$ cat config.mk
export PLATFORM = sky130hd
export DESIGN_NAME = positional_list_engine
export DESIGN_NICKNAME = d
export VERILOG_FILES = /design/src/design/plst_pkg.sv /design/src/design/plst_mem.sv /design/src/design/plst_ctrl.sv /design/src/design/positional_list_engine.sv
export SDC_FILE = /design/constraint.sdc
export NUM_CORES = 2
export LEC_CHECK = 0
export BUFFER_PORTS_ARGS = -buffer_cell sky130_fd_sc_hd__buf_2
export CORE_MARGIN = 3
export CORE_UTILIZATION = 45
export DETAILED_ROUTE_END_ITERATION = 7
export GPL_TIMING_DRIVEN = 0
export PLACE_DENSITY = 0.61
export SYNTH_ARGS = -nofsm -noshare
export SYNTH_HDL_FRONTEND = slang
export SYNTH_HIERARCHICAL = 1
export SYNTH_SLANG_ARGS = --single-unit
$ cat constraint.sdc
create_clock -name i_clk -period 10.2 [get_ports i_clk]
set_input_delay 1.02 -clock i_clk [delete_from_list [all_inputs] [get_ports i_clk]]
set_output_delay 1.02 -clock i_clk [all_outputs]
set_load 0.05 [all_outputs]
$ cat src/design/plst_pkg.sv
package plst_pkg;

    // Fixed field widths
    localparam int unsigned FUNC_W = 3;
    localparam int unsigned POS_W  = 7;
    localparam int unsigned DATA_W = 32;
    localparam int unsigned ERR_W  = 2;

    // Default list depth
    localparam int unsigned DEF_CAPACITY = 64;

    // Answer for an absent entry and floor of the maximum, and the default answer
    localparam logic signed [DATA_W-1:0] ANS_NONE = -32'sd1;
    localparam logic signed [DATA_W-1:0] ANS_ZERO = 32'sd0;

    // Operation codes
    typedef enum logic [FUNC_W-1:0] {
        FN_LEN  = 3'd0,
        FN_INS  = 3'd1,
        FN_RD   = 3'd2,
        FN_REM  = 3'd3,
        FN_MOVE = 3'd4,
        FN_MAX  = 3'd5
    } t_func;

    // Result error codes
    typedef enum logic [ERR_W-1:0] {
        ERR_OK    = 2'd0,
        ERR_RANGE = 2'd1,
        ERR_FULL  = 2'd2
    } t_err;

    // Sequencer states
    typedef enum logic [3:0] {
        ST_IDLE,
        ST_RD_ISSUE,
        ST_RD_TAKE,
        ST_MV_RD,
        ST_MV_TAKE,
        ST_SHIFT,
        ST_DRAIN,
        ST_PUT,
        ST_MAX,
        ST_MAX_LAST,
        ST_DONE
    } t_state;

    // One finished result
    typedef struct packed {
        logic signed [DATA_W-1:0] answer;
        t_err                     error;
    } t_result;

endpackage

$ cat src/design/plst_mem.sv
module plst_mem #(
    parameter int unsigned DEPTH = plst_pkg::DEF_CAPACITY,
    parameter int unsigned AW    = $clog2(DEPTH)
) (
    input  logic                          i_clk,
    input  logic                          i_we,
    input  logic [AW-1:0]                 i_waddr,
    input  logic [plst_pkg::DATA_W-1:0]   i_wdata,
    input  logic [AW-1:0]                 i_raddr,
    output logic [plst_pkg::DATA_W-1:0]   o_rdata
);
    import plst_pkg::*;

    logic [DATA_W-1:0] r_mem [DEPTH];
    logic [DATA_W-1:0] r_rdata;

    // One write port
    always_ff @(posedge i_clk) begin
        if (i_we) begin
            r_mem[i_waddr] <= i_wdata;
        end
    end

    // One read port, registered data
    always_ff @(posedge i_clk) begin
        r_rdata <= r_mem[i_raddr];
    end

    assign o_rdata = r_rdata;

endmodule

$ cat src/design/plst_ctrl.sv
module plst_ctrl #(
    parameter int unsigned CAPACITY = plst_pkg::DEF_CAPACITY,
    parameter int unsigned AW       = $clog2(CAPACITY)
) (
    input  logic                          i_clk,
    input  logic                          i_rst_n,
    // item channel
    input  logic                          i_valid,
    output logic                          o_ready,
    input  logic [plst_pkg::FUNC_W-1:0]   i_func,
    input  logic [plst_pkg::POS_W-1:0]    i_position,
    input  logic [plst_pkg::DATA_W-1:0]   i_value,
    // result towards the output register
    output logic                          o_res_valid,
    input  logic                          i_res_ready,
    output plst_pkg::t_result             o_res,
    // memory port
    output logic                          o_we,
    output logic [AW-1:0]                 o_waddr,
    output logic [plst_pkg::DATA_W-1:0]   o_wdata,
    output logic [AW-1:0]                 o_raddr,
    input  logic [plst_pkg::DATA_W-1:0]   i_rdata
);
    import plst_pkg::*;

    localparam int unsigned CW = $clog2(CAPACITY + 1);
    localparam int unsigned WW = ((CW > POS_W) ? CW : POS_W) + 1;

    t_state                   r_state, n_state;
    logic [CW-1:0]            r_count, n_count;
    t_func                    r_func,  n_func;
    logic [AW-1:0]            r_pos,   n_pos;
    logic [DATA_W-1:0]        r_val,   n_val;
    logic [AW-1:0]            r_addr,  n_addr;
    logic [AW-1:0]            r_end,   n_end;
    logic [AW-1:0]            r_wtgt,  n_wtgt;
    logic                     r_pend,  n_pend;
    logic                     r_up,    n_up;
    logic signed [DATA_W-1:0] r_answer, n_answer;
    t_err                     r_error,  n_error;

    logic [WW-1:0]            pos_w;
    logic [WW-1:0]            cnt_w;
    logic                     pos_ge;
    logic                     pos_gt;
    logic                     pos_last;
    logic                     full;
    logic [AW-1:0]            in_pos;
    logic [AW-1:0]            cnt_m1;
    logic signed [DATA_W-1:0] rdata_s;

    // Position checks against the current length
    assign pos_w    = WW'(i_position);
    assign cnt_w    = WW'(r_count);
    assign pos_ge   = (pos_w >= cnt_w);
    assign pos_gt   = (pos_w > cnt_w);
    assign pos_last = (pos_w + WW'(1) == cnt_w);
    assign full     = (r_count == CW'(CAPACITY));
    assign in_pos   = AW'(pos_w);
    assign cnt_m1   = AW'(r_count - CW'(1));
    assign rdata_s  = $signed(i_rdata);

    // State and control registers
    always_ff @(posedge i_clk) begin
        if (!i_rst_n) begin
            r_state <= ST_IDLE;
            r_count <= '0;
            r_pend  <= 1'b0;
        end else begin
            r_state <= n_state;
            r_count <= n_count;
            r_pend  <= n_pend;
        end
    end

    // Working registers
    always_ff @(posedge i_clk) begin
        r_func   <= n_func;
        r_pos    <= n_pos;
        r_val    <= n_val;
        r_addr   <= n_addr;
        r_end    <= n_end;
        r_wtgt   <= n_wtgt;
        r_up     <= n_up;
        r_answer <= n_answer;
        r_error  <= n_error;
    end

    // Sequencer
    always_comb begin
        n_state  = r_state;
        n_count  = r_count;
        n_func   = r_func;
        n_pos    = r_pos;
        n_val    = r_val;
        n_addr   = r_addr;
        n_end    = r_end;
        n_wtgt   = r_wtgt;
        n_pend   = 1'b0;
        n_up     = r_up;
        n_answer = r_answer;
        n_error  = r_error;
        o_ready     = 1'b0;
        o_res_valid = 1'b0;
        o_we        = 1'b0;
        o_waddr     = r_wtgt;
        o_wdata     = i_rdata;
        o_raddr     = r_addr;

        unique case (r_state)
            ST_IDLE: begin
                o_ready = 1'b1;
                if (i_valid) begin
                    n_func   = t_func'(i_func);
                    n_pos    = in_pos;
                    n_val    = i_value;
                    n_answer = ANS_ZERO;
                    n_error  = ERR_OK;
                    n_state  = ST_DONE;
                    unique case (t_func'(i_func))
                        FN_LEN: begin
                            n_answer = DATA_W'(r_count);
                        end
                        FN_INS: begin
                            priority if (pos_gt) begin
                                n_error = ERR_RANGE;
                            end else if (full) begin
                                n_error = ERR_FULL;
                            end else if (pos_ge) begin
                                // append at the end, nothing to shift
                                n_state = ST_PUT;
                            end else begin
                                n_addr  = cnt_m1;
                                n_end   = in_pos;
                                n_up    = 1'b1;
                                n_state = ST_SHIFT;
                            end
                        end
                        FN_RD: begin
                            if (pos_ge) begin
                                n_answer = ANS_NONE;
                            end else begin
                                n_state = ST_RD_ISSUE;
                            end
                        end
                        FN_REM: begin
                            priority if (pos_ge) begin
                                n_error = ERR_RANGE;
                            end else if (pos_last) begin
                                n_count = r_count - CW'(1);
                            end else begin
                                n_addr  = in_pos + AW'(1);
                                n_end   = cnt_m1;
                                n_up    = 1'b0;
                                n_state = ST_SHIFT;
                            end
                        end
                        FN_MOVE: begin
                            priority if (pos_ge) begin
                                n_error = ERR_RANGE;
                            end else if (!pos_last) begin
                                // last entry moved onto itself is a no-op
                                n_addr  = in_pos + AW'(1);
                                n_end   = cnt_m1;
                                n_up    = 1'b0;
                                n_state = ST_MV_RD;
                            end
                        end
                        FN_MAX: begin
                            n_answer = ANS_NONE;
                            if (r_count != '0) begin
                                n_addr  = '0;
                                n_end   = cnt_m1;
                                n_state = ST_MAX;
                            end
                        end
                        default: begin
                            // unused codes: no result
                            n_state = ST_IDLE;
                        end
                    endcase
                end
            end
            ST_RD_ISSUE: begin
                o_raddr = r_pos;
                n_state = ST_RD_TAKE;
            end
            ST_RD_TAKE: begin
                n_answer = rdata_s;
                n_state  = ST_DONE;
            end
            ST_MV_RD: begin
                o_raddr = r_pos;
                n_state = ST_MV_TAKE;
            end
            ST_MV_TAKE: begin
                // hold the moved entry until the tail write
                n_val   = i_rdata;
                n_state = ST_SHIFT;
            end
            ST_SHIFT: begin
                // read one entry, write the previous read one step over
                o_raddr = r_addr;
                n_pend  = 1'b1;
                n_wtgt  = r_up ? (r_addr + AW'(1)) : (r_addr - AW'(1));
                o_we    = r_pend;
                if (r_addr == r_end) begin
                    n_state = ST_DRAIN;
                end else begin
                    n_addr = r_up ? (r_addr - AW'(1)) : (r_addr + AW'(1));
                end
            end
            ST_DRAIN: begin
                o_we = 1'b1;
                if (r_func == FN_REM) begin
                    n_count = r_count - CW'(1);
                    n_state = ST_DONE;
                end else begin
                    n_state = ST_PUT;
                end
            end
            ST_PUT: begin
                o_we    = 1'b1;
                o_wdata = r_val;
                if (r_func == FN_INS) begin
                    o_waddr = r_pos;
                    n_count = r_count + CW'(1);
                end else begin
                    o_waddr = cnt_m1;
                end
                n_state = ST_DONE;
            end
            ST_MAX: begin
                o_raddr = r_addr;
                n_pend  = 1'b1;
                if (r_pend && (rdata_s > r_answer)) begin
                    n_answer = rdata_s;
                end
                if (r_addr == r_end) begin
                    n_state = ST_MAX_LAST;
                end else begin
                    n_addr = r_addr + AW'(1);
                end
            end
            ST_MAX_LAST: begin
                if (rdata_s > r_answer) begin
                    n_answer = rdata_s;
                end
                n_state = ST_DONE;
            end
            ST_DONE: begin
                o_res_valid = 1'b1;
                if (i_res_ready) begin
                    n_state = ST_IDLE;
                end
            end
            default: begin
                n_state = ST_IDLE;
            end
        endcase
    end

    assign o_res.answer = r_answer;
    assign o_res.error  = r_error;

endmodule

$ cat src/design/positional_list_engine.sv
// Length, rejected items, a read past the end and a remove or move of the last entry answer
// without a memory access; a read makes one memory read; insert, remove and move shift the tail
// of the list (an append shifts nothing), and maximum scans every entry (none when empty).
// Throughput: one item at a time; the shift and the maximum scan stream through the write and
// read ports of the entry memory at one entry per cycle.
// A new item is taken while the previous result waits in the output register.
// Reset: synchronous, active low; the list is empty afterwards, memory contents untouched.
module positional_list_engine #(
    parameter int unsigned CAPACITY = plst_pkg::DEF_CAPACITY
) (
    input  logic                                i_clk,
    input  logic                                i_rst_n,
    input  logic                                i_valid,
    output logic                                o_ready,
    input  logic [plst_pkg::FUNC_W-1:0]         i_func,
    input  logic [plst_pkg::POS_W-1:0]          i_position,
    input  logic signed [plst_pkg::DATA_W-1:0]  i_value,
    output logic                                o_valid,
    input  logic                                i_ready,
    output logic signed [plst_pkg::DATA_W-1:0]  o_answer,
    output logic [plst_pkg::ERR_W-1:0]          o_error
);
    import plst_pkg::*;

    localparam int unsigned AW = $clog2(CAPACITY);

    logic              res_valid;
    logic              res_ready;
    t_result           res;
    logic              mem_we;
    logic [AW-1:0]     mem_waddr;
    logic [DATA_W-1:0] mem_wdata;
    logic [AW-1:0]     mem_raddr;
    logic [DATA_W-1:0] mem_rdata;

    logic              r_o_valid, n_o_valid;
    t_result           r_out,     n_out;

    plst_ctrl #(
        .CAPACITY (CAPACITY),
        .AW       (AW)
    ) u_ctrl (
        .i_clk       (i_clk),
        .i_rst_n     (i_rst_n),
        .i_valid     (i_valid),
        .o_ready     (o_ready),
        .i_func      (i_func),
        .i_position  (i_position),
        .i_value     (i_value),
        .o_res_valid (res_valid),
        .i_res_ready (res_ready),
        .o_res       (res),
        .o_we        (mem_we),
        .o_waddr     (mem_waddr),
        .o_wdata     (mem_wdata),
        .o_raddr     (mem_raddr),
        .i_rdata     (mem_rdata)
    );

    plst_mem #(
        .DEPTH (CAPACITY),
        .AW    (AW)
    ) u_mem (
        .i_clk   (i_clk),
        .i_we    (mem_we),
        .i_waddr (mem_waddr),
        .i_wdata (mem_wdata),
        .i_raddr (mem_raddr),
        .o_rdata (mem_rdata)
    );

    // Output register: free when empty or being drained this cycle
    assign res_ready = !r_o_valid || i_ready;

    always_comb begin
        n_o_valid = r_o_valid;
        n_out     = r_out;
        if (res_ready) begin
            n_o_valid = res_valid;
            if (res_valid) begin
                n_out = res;
            end
        end
    end

    always_ff @(posedge i_clk) begin
        if (!i_rst_n) begin
            r_o_valid <= 1'b0;
        end else begin
            r_o_valid <= n_o_valid;
        end
    end

    always_ff @(posedge i_clk) begin
        r_out <= n_out;
    end

    assign o_valid  = r_o_valid;
    assign o_answer = r_out.answer;
    assign o_error  = r_out.error;

endmodule

==> metrics.csv <==
metric,value,unit
startpoint types,flip-flop,
FF-to-FF path depth,11,
Critical Path End Type,flip-flop,
actual slew at the worst max-slew pin,1.521,ns
Max Freq,149.7,MHz
simple-gate share of the synthesized area,0.02263,
largest family of logic cells by synthesized area,multiplexers,
Filler Cells Inserted,14988,
reg-to-reg setup timing slack,3.52,ns
"Net Count, Synth",4348,
Crit path top cell by count,clkbuf_1,
CTS Buffer Depth,3,
number of global-route vias before repair,44779,
layout cells sized above 1,0.2489,
CTS HTree Levels,4,
Overall Global Routing Usage,0.2553,
routability cong.,0.8958,
largest net degree at the start of global routing,65,
global route overflow,0,
Post-Synthesis Cell Area,0.08735,mm²
initial antenna violation count,18,
setup TNS,0,ns
placed cell area,0.09279,mm²
top cell type's share of synthesized area,0.7481,
1st-iter DRT viols,6701,
fin. max-slew vios,11,
Vert. Die Dim,446.6,µm
Worst IR Drop VDD,0.1882,mV
postcts setup bufs,0,
Synth Area in Adders,0.006303,
PwrDens,301.5,mW/mm²
HP Start,i_func[1],
Tcrit/Tclk final,0.6551,
DR WL/cell,34.85,µm
Worst path max stage delay,0.96,ns
critical path cell sequence,"clkbuf_1, clkbuf_1, inv_1, nor3_1, mux2_2, buf_2, clkbuf_1, clkbuf_1, mux2i_1, a21oi_1, a311oi_1",
register area share after synthesis,0.7584,
Die X,446.6,µm
Vias,46574,
Hold Path Depth,1,
Fin. Hold Viols,0,
"commonest non-fill, non-tap cells in the layout","2,176 x edfxtp_1, 446 x mux4_2, 219 x clkbuf_16, 194 x mux2i_1, 167 x clkbuf_1",
"commonest non-fill, non-tap cell in the layout",edfxtp_1,
r2r endpoint,u_mem/o_rdata[15],
ys async rst share,0,
cell taking the most area after synthesis,edfxtp_1,
I/O pins,82,
mean post-synth cell area,20.51,µm²
final instance area,0.09992,mm²
"Slowest-stage cell, CP",clkbuf_1,
leak pwr,31.94,nW
nets@finish,4717,
port bufs,81,
detailed-route wire length,256200,µm
YS warnings,6,
Post-synth top flop,edfxtp_1,
post-CTS sizing,0,
outcome,"finished, violations left",
synthesis-stage register bit count,2221,
"Max FO, Critical Path",10,
Critical Path AT,7.34,ns
failing checks,"max-capacitance violations, max-slew violations",
hold endpoint,u_ctrl/r_func[1],
Min-Delay Path Class,in2reg,
post-DP HPWL,167200,µm
first drt pass iteration count,6,
endpoints failing setup,0,
FP Rows,161,
dominant cells by area after synthesis,"edfxtp_1 75%, mux4_2 11%, mux2i_1 2.2%, a22oi_1 1.1%, dfxtp_1 1.0%",
final antenna-violating net count,0,
"Hold-fix buffers, CTS",0,
Slew headroom,-0.01396,
Crit path buffers/inverters,6,
core area,0.1928,mm²
Initial Util,0.4531,
clock skew,0.04199,ns
RR Startpoint,u_ctrl/r_state[0],
post-route minimum period,6.682,ns
RSZ-0062 raised after global routing,no,
Crit path max-delay family,buffers and inverters,
clk sink count,2221,
Root Driver,clkbuf_16,
area delta synth->final,14.39,%
critical path type,reg2reg,
first-pass GRT wire length,354100,µm
CTS tree,done,
multiplexer area fraction after synthesis,0.1463,
"Clk pin slew, worst setup/hold paths",0.06,ns
die area,0.1994,mm²
"Clk Latency, worst-skew pair",0.86,ns
vias per inst,6.337,
Mapped Cells,4258,
Synth Area in Compound Gates,0.04270,
Max Cap Viol,1,
Synth Area in XOR/XNOR,0.003739,
Num CTS Buffers,218,
number of synthesized flops with an enable pin,2176,
DRC,0,
synth unique cells,85,
CP Data Required Time,10.85,ns
[layer usage]
metal | GRT usage | vias to the layer above | part of all wire
li1 | - | 18488 | -
met3 | 0.06447 | 425 | 0.11
met5 | 0.003663 | - | 0.00065
met4 | 0.07861 | 12 | 0.032
met2 | 0.3903 | 2705 | 0.46
met1 | 0.3629 | 24944 | 0.40
[how the worst max path moves through the flow]
| stage | start | to | slack [ns] | cells past startpoint |
|---|---|---|---|---|
| 2_1_floorplan | u_ctrl/r_state[2] | u_mem/r_mem[28][0] | 5.50 | 12 |
| 3_3_place_gp | u_ctrl/r_state[2] | u_mem/r_mem[12][2] | 1.86 | 12 |
| 3_5_place_dp | u_ctrl/r_state[0] | u_mem/o_rdata[15] | 3.78 | 11 |
| 4_1_cts | u_ctrl/r_state[0] | u_mem/o_rdata[15] | 3.76 | 11 |
| 5_1_grt | u_ctrl/r_state[0] | u_mem/o_rdata[15] | 3.54 | 11 |
| 6_report | u_ctrl/r_state[0] | u_mem/o_rdata[15] | 3.52 | 11 |
[worst reg2reg max path, stage by stage, from the launching register on]
cell and delay, ns:
dfxtp_1 0.30, clkbuf_1 0.32, clkbuf_1 0.44, inv_1 0.16
nor3_1 0.79, mux2_2 0.46, buf_2 0.50, clkbuf_1 0.97
clkbuf_1 0.96, mux2i_1 0.40, a21oi_1 0.23, a311oi_1 0.94
[sequential cells by signal, summed over array words and instances, names as in the netlist]
register         count
o_error              2
u_ctrl/r_wtgt        6
u_mem/o_rdata       32
u_ctrl/r_addr        6
u_ctrl/r_pos         6
u_ctrl/r_error       2
u_ctrl/r_pend        1
o_answer            32
u_ctrl/r_count       7
u_ctrl/r_val        32
u_ctrl/r_up          1
u_mem/r_mem       2048
u_ctrl/r_state       4
u_ctrl/r_end         6
u_ctrl/r_answer     32
o_valid              1
u_ctrl/r_func        3
[cell usage after synthesis, types with 10 or more instances]
cell      count
buf_1        10
mux4_2      446
nor2_1      132
edfxtp_1   2176
nand3_1      60
o22a_1       12
a22o_1       13
o21ai_0      60
a22oi_1     128
inv_1        67
o21a_1       26
a211oi_1     27
nor3_1       17
buf_4        29
o221ai_1     18
nand2_1      77
clkbuf_1    101
buf_6        34
a31oi_1      21
mux2_2       70
buf_2        57
a311o_1      13
o22ai_1      57
nor2b_1      24
a211o_1      10
xnor2_1      22
xor2_1       10
dfxtp_1      45
a21oi_1      88
o211ai_1     18
and3_1       10
mux2i_1     194
nand4_1      13
ha_1         44
nand2b_1     12
[through the flow]
stage | util | hold WS, ns | total power [mW] | instances | setup slack (ns)
finish | 0.5183 | 0.3644 | 30.12 | 7350 | 3.518
global route | 0.5182 | 0.3291 | 31.01 | 7340 | 3.536
CTS | 0.5178 | 0.3010 | 30.07 | 7339 | 3.765
detailed placement | 0.4813 | 0.4255 | 22.22 | 6932 | 3.779
global placement | 0.4716 | 0.4121 | 22.01 | 6865 | 1.855
floorplan | - | 0.4003 | 17.83 | 4258 | 5.503
[layout make-up]
type	instances	area, µm²	share of cell area
sequential	2221	66240	0.6630
multi-input combinational	1726	19920	0.1994
clock buffer	295	5866	0.05870
tap	2526	3161	0.03163
timing repair buffer	149	1799	0.01801
buffer	242	1473	0.01474
clock inverter	112	1155	0.01156
inverter	69	272.8	0.002730
antenna	10	25.02	0.0002504
[where the power goes]
group,switching [mW],internal (mW),leakage (nW)
Combinational,7.02,3.27,8.54
Clock,3.46,4.46,3.42
Sequential,0.225,11.7,20.0
[logic make-up after synthesis]
logic type / Yosys count
adders and majority gates: 44
buffers and inverters: 311
AOI/OAI and AO/OA: 536
muxes: 710
xor gates and xnor gates: 34
and+or+nand+nor: 402
DFF: 2221
(Power assumes the default switching activity.)
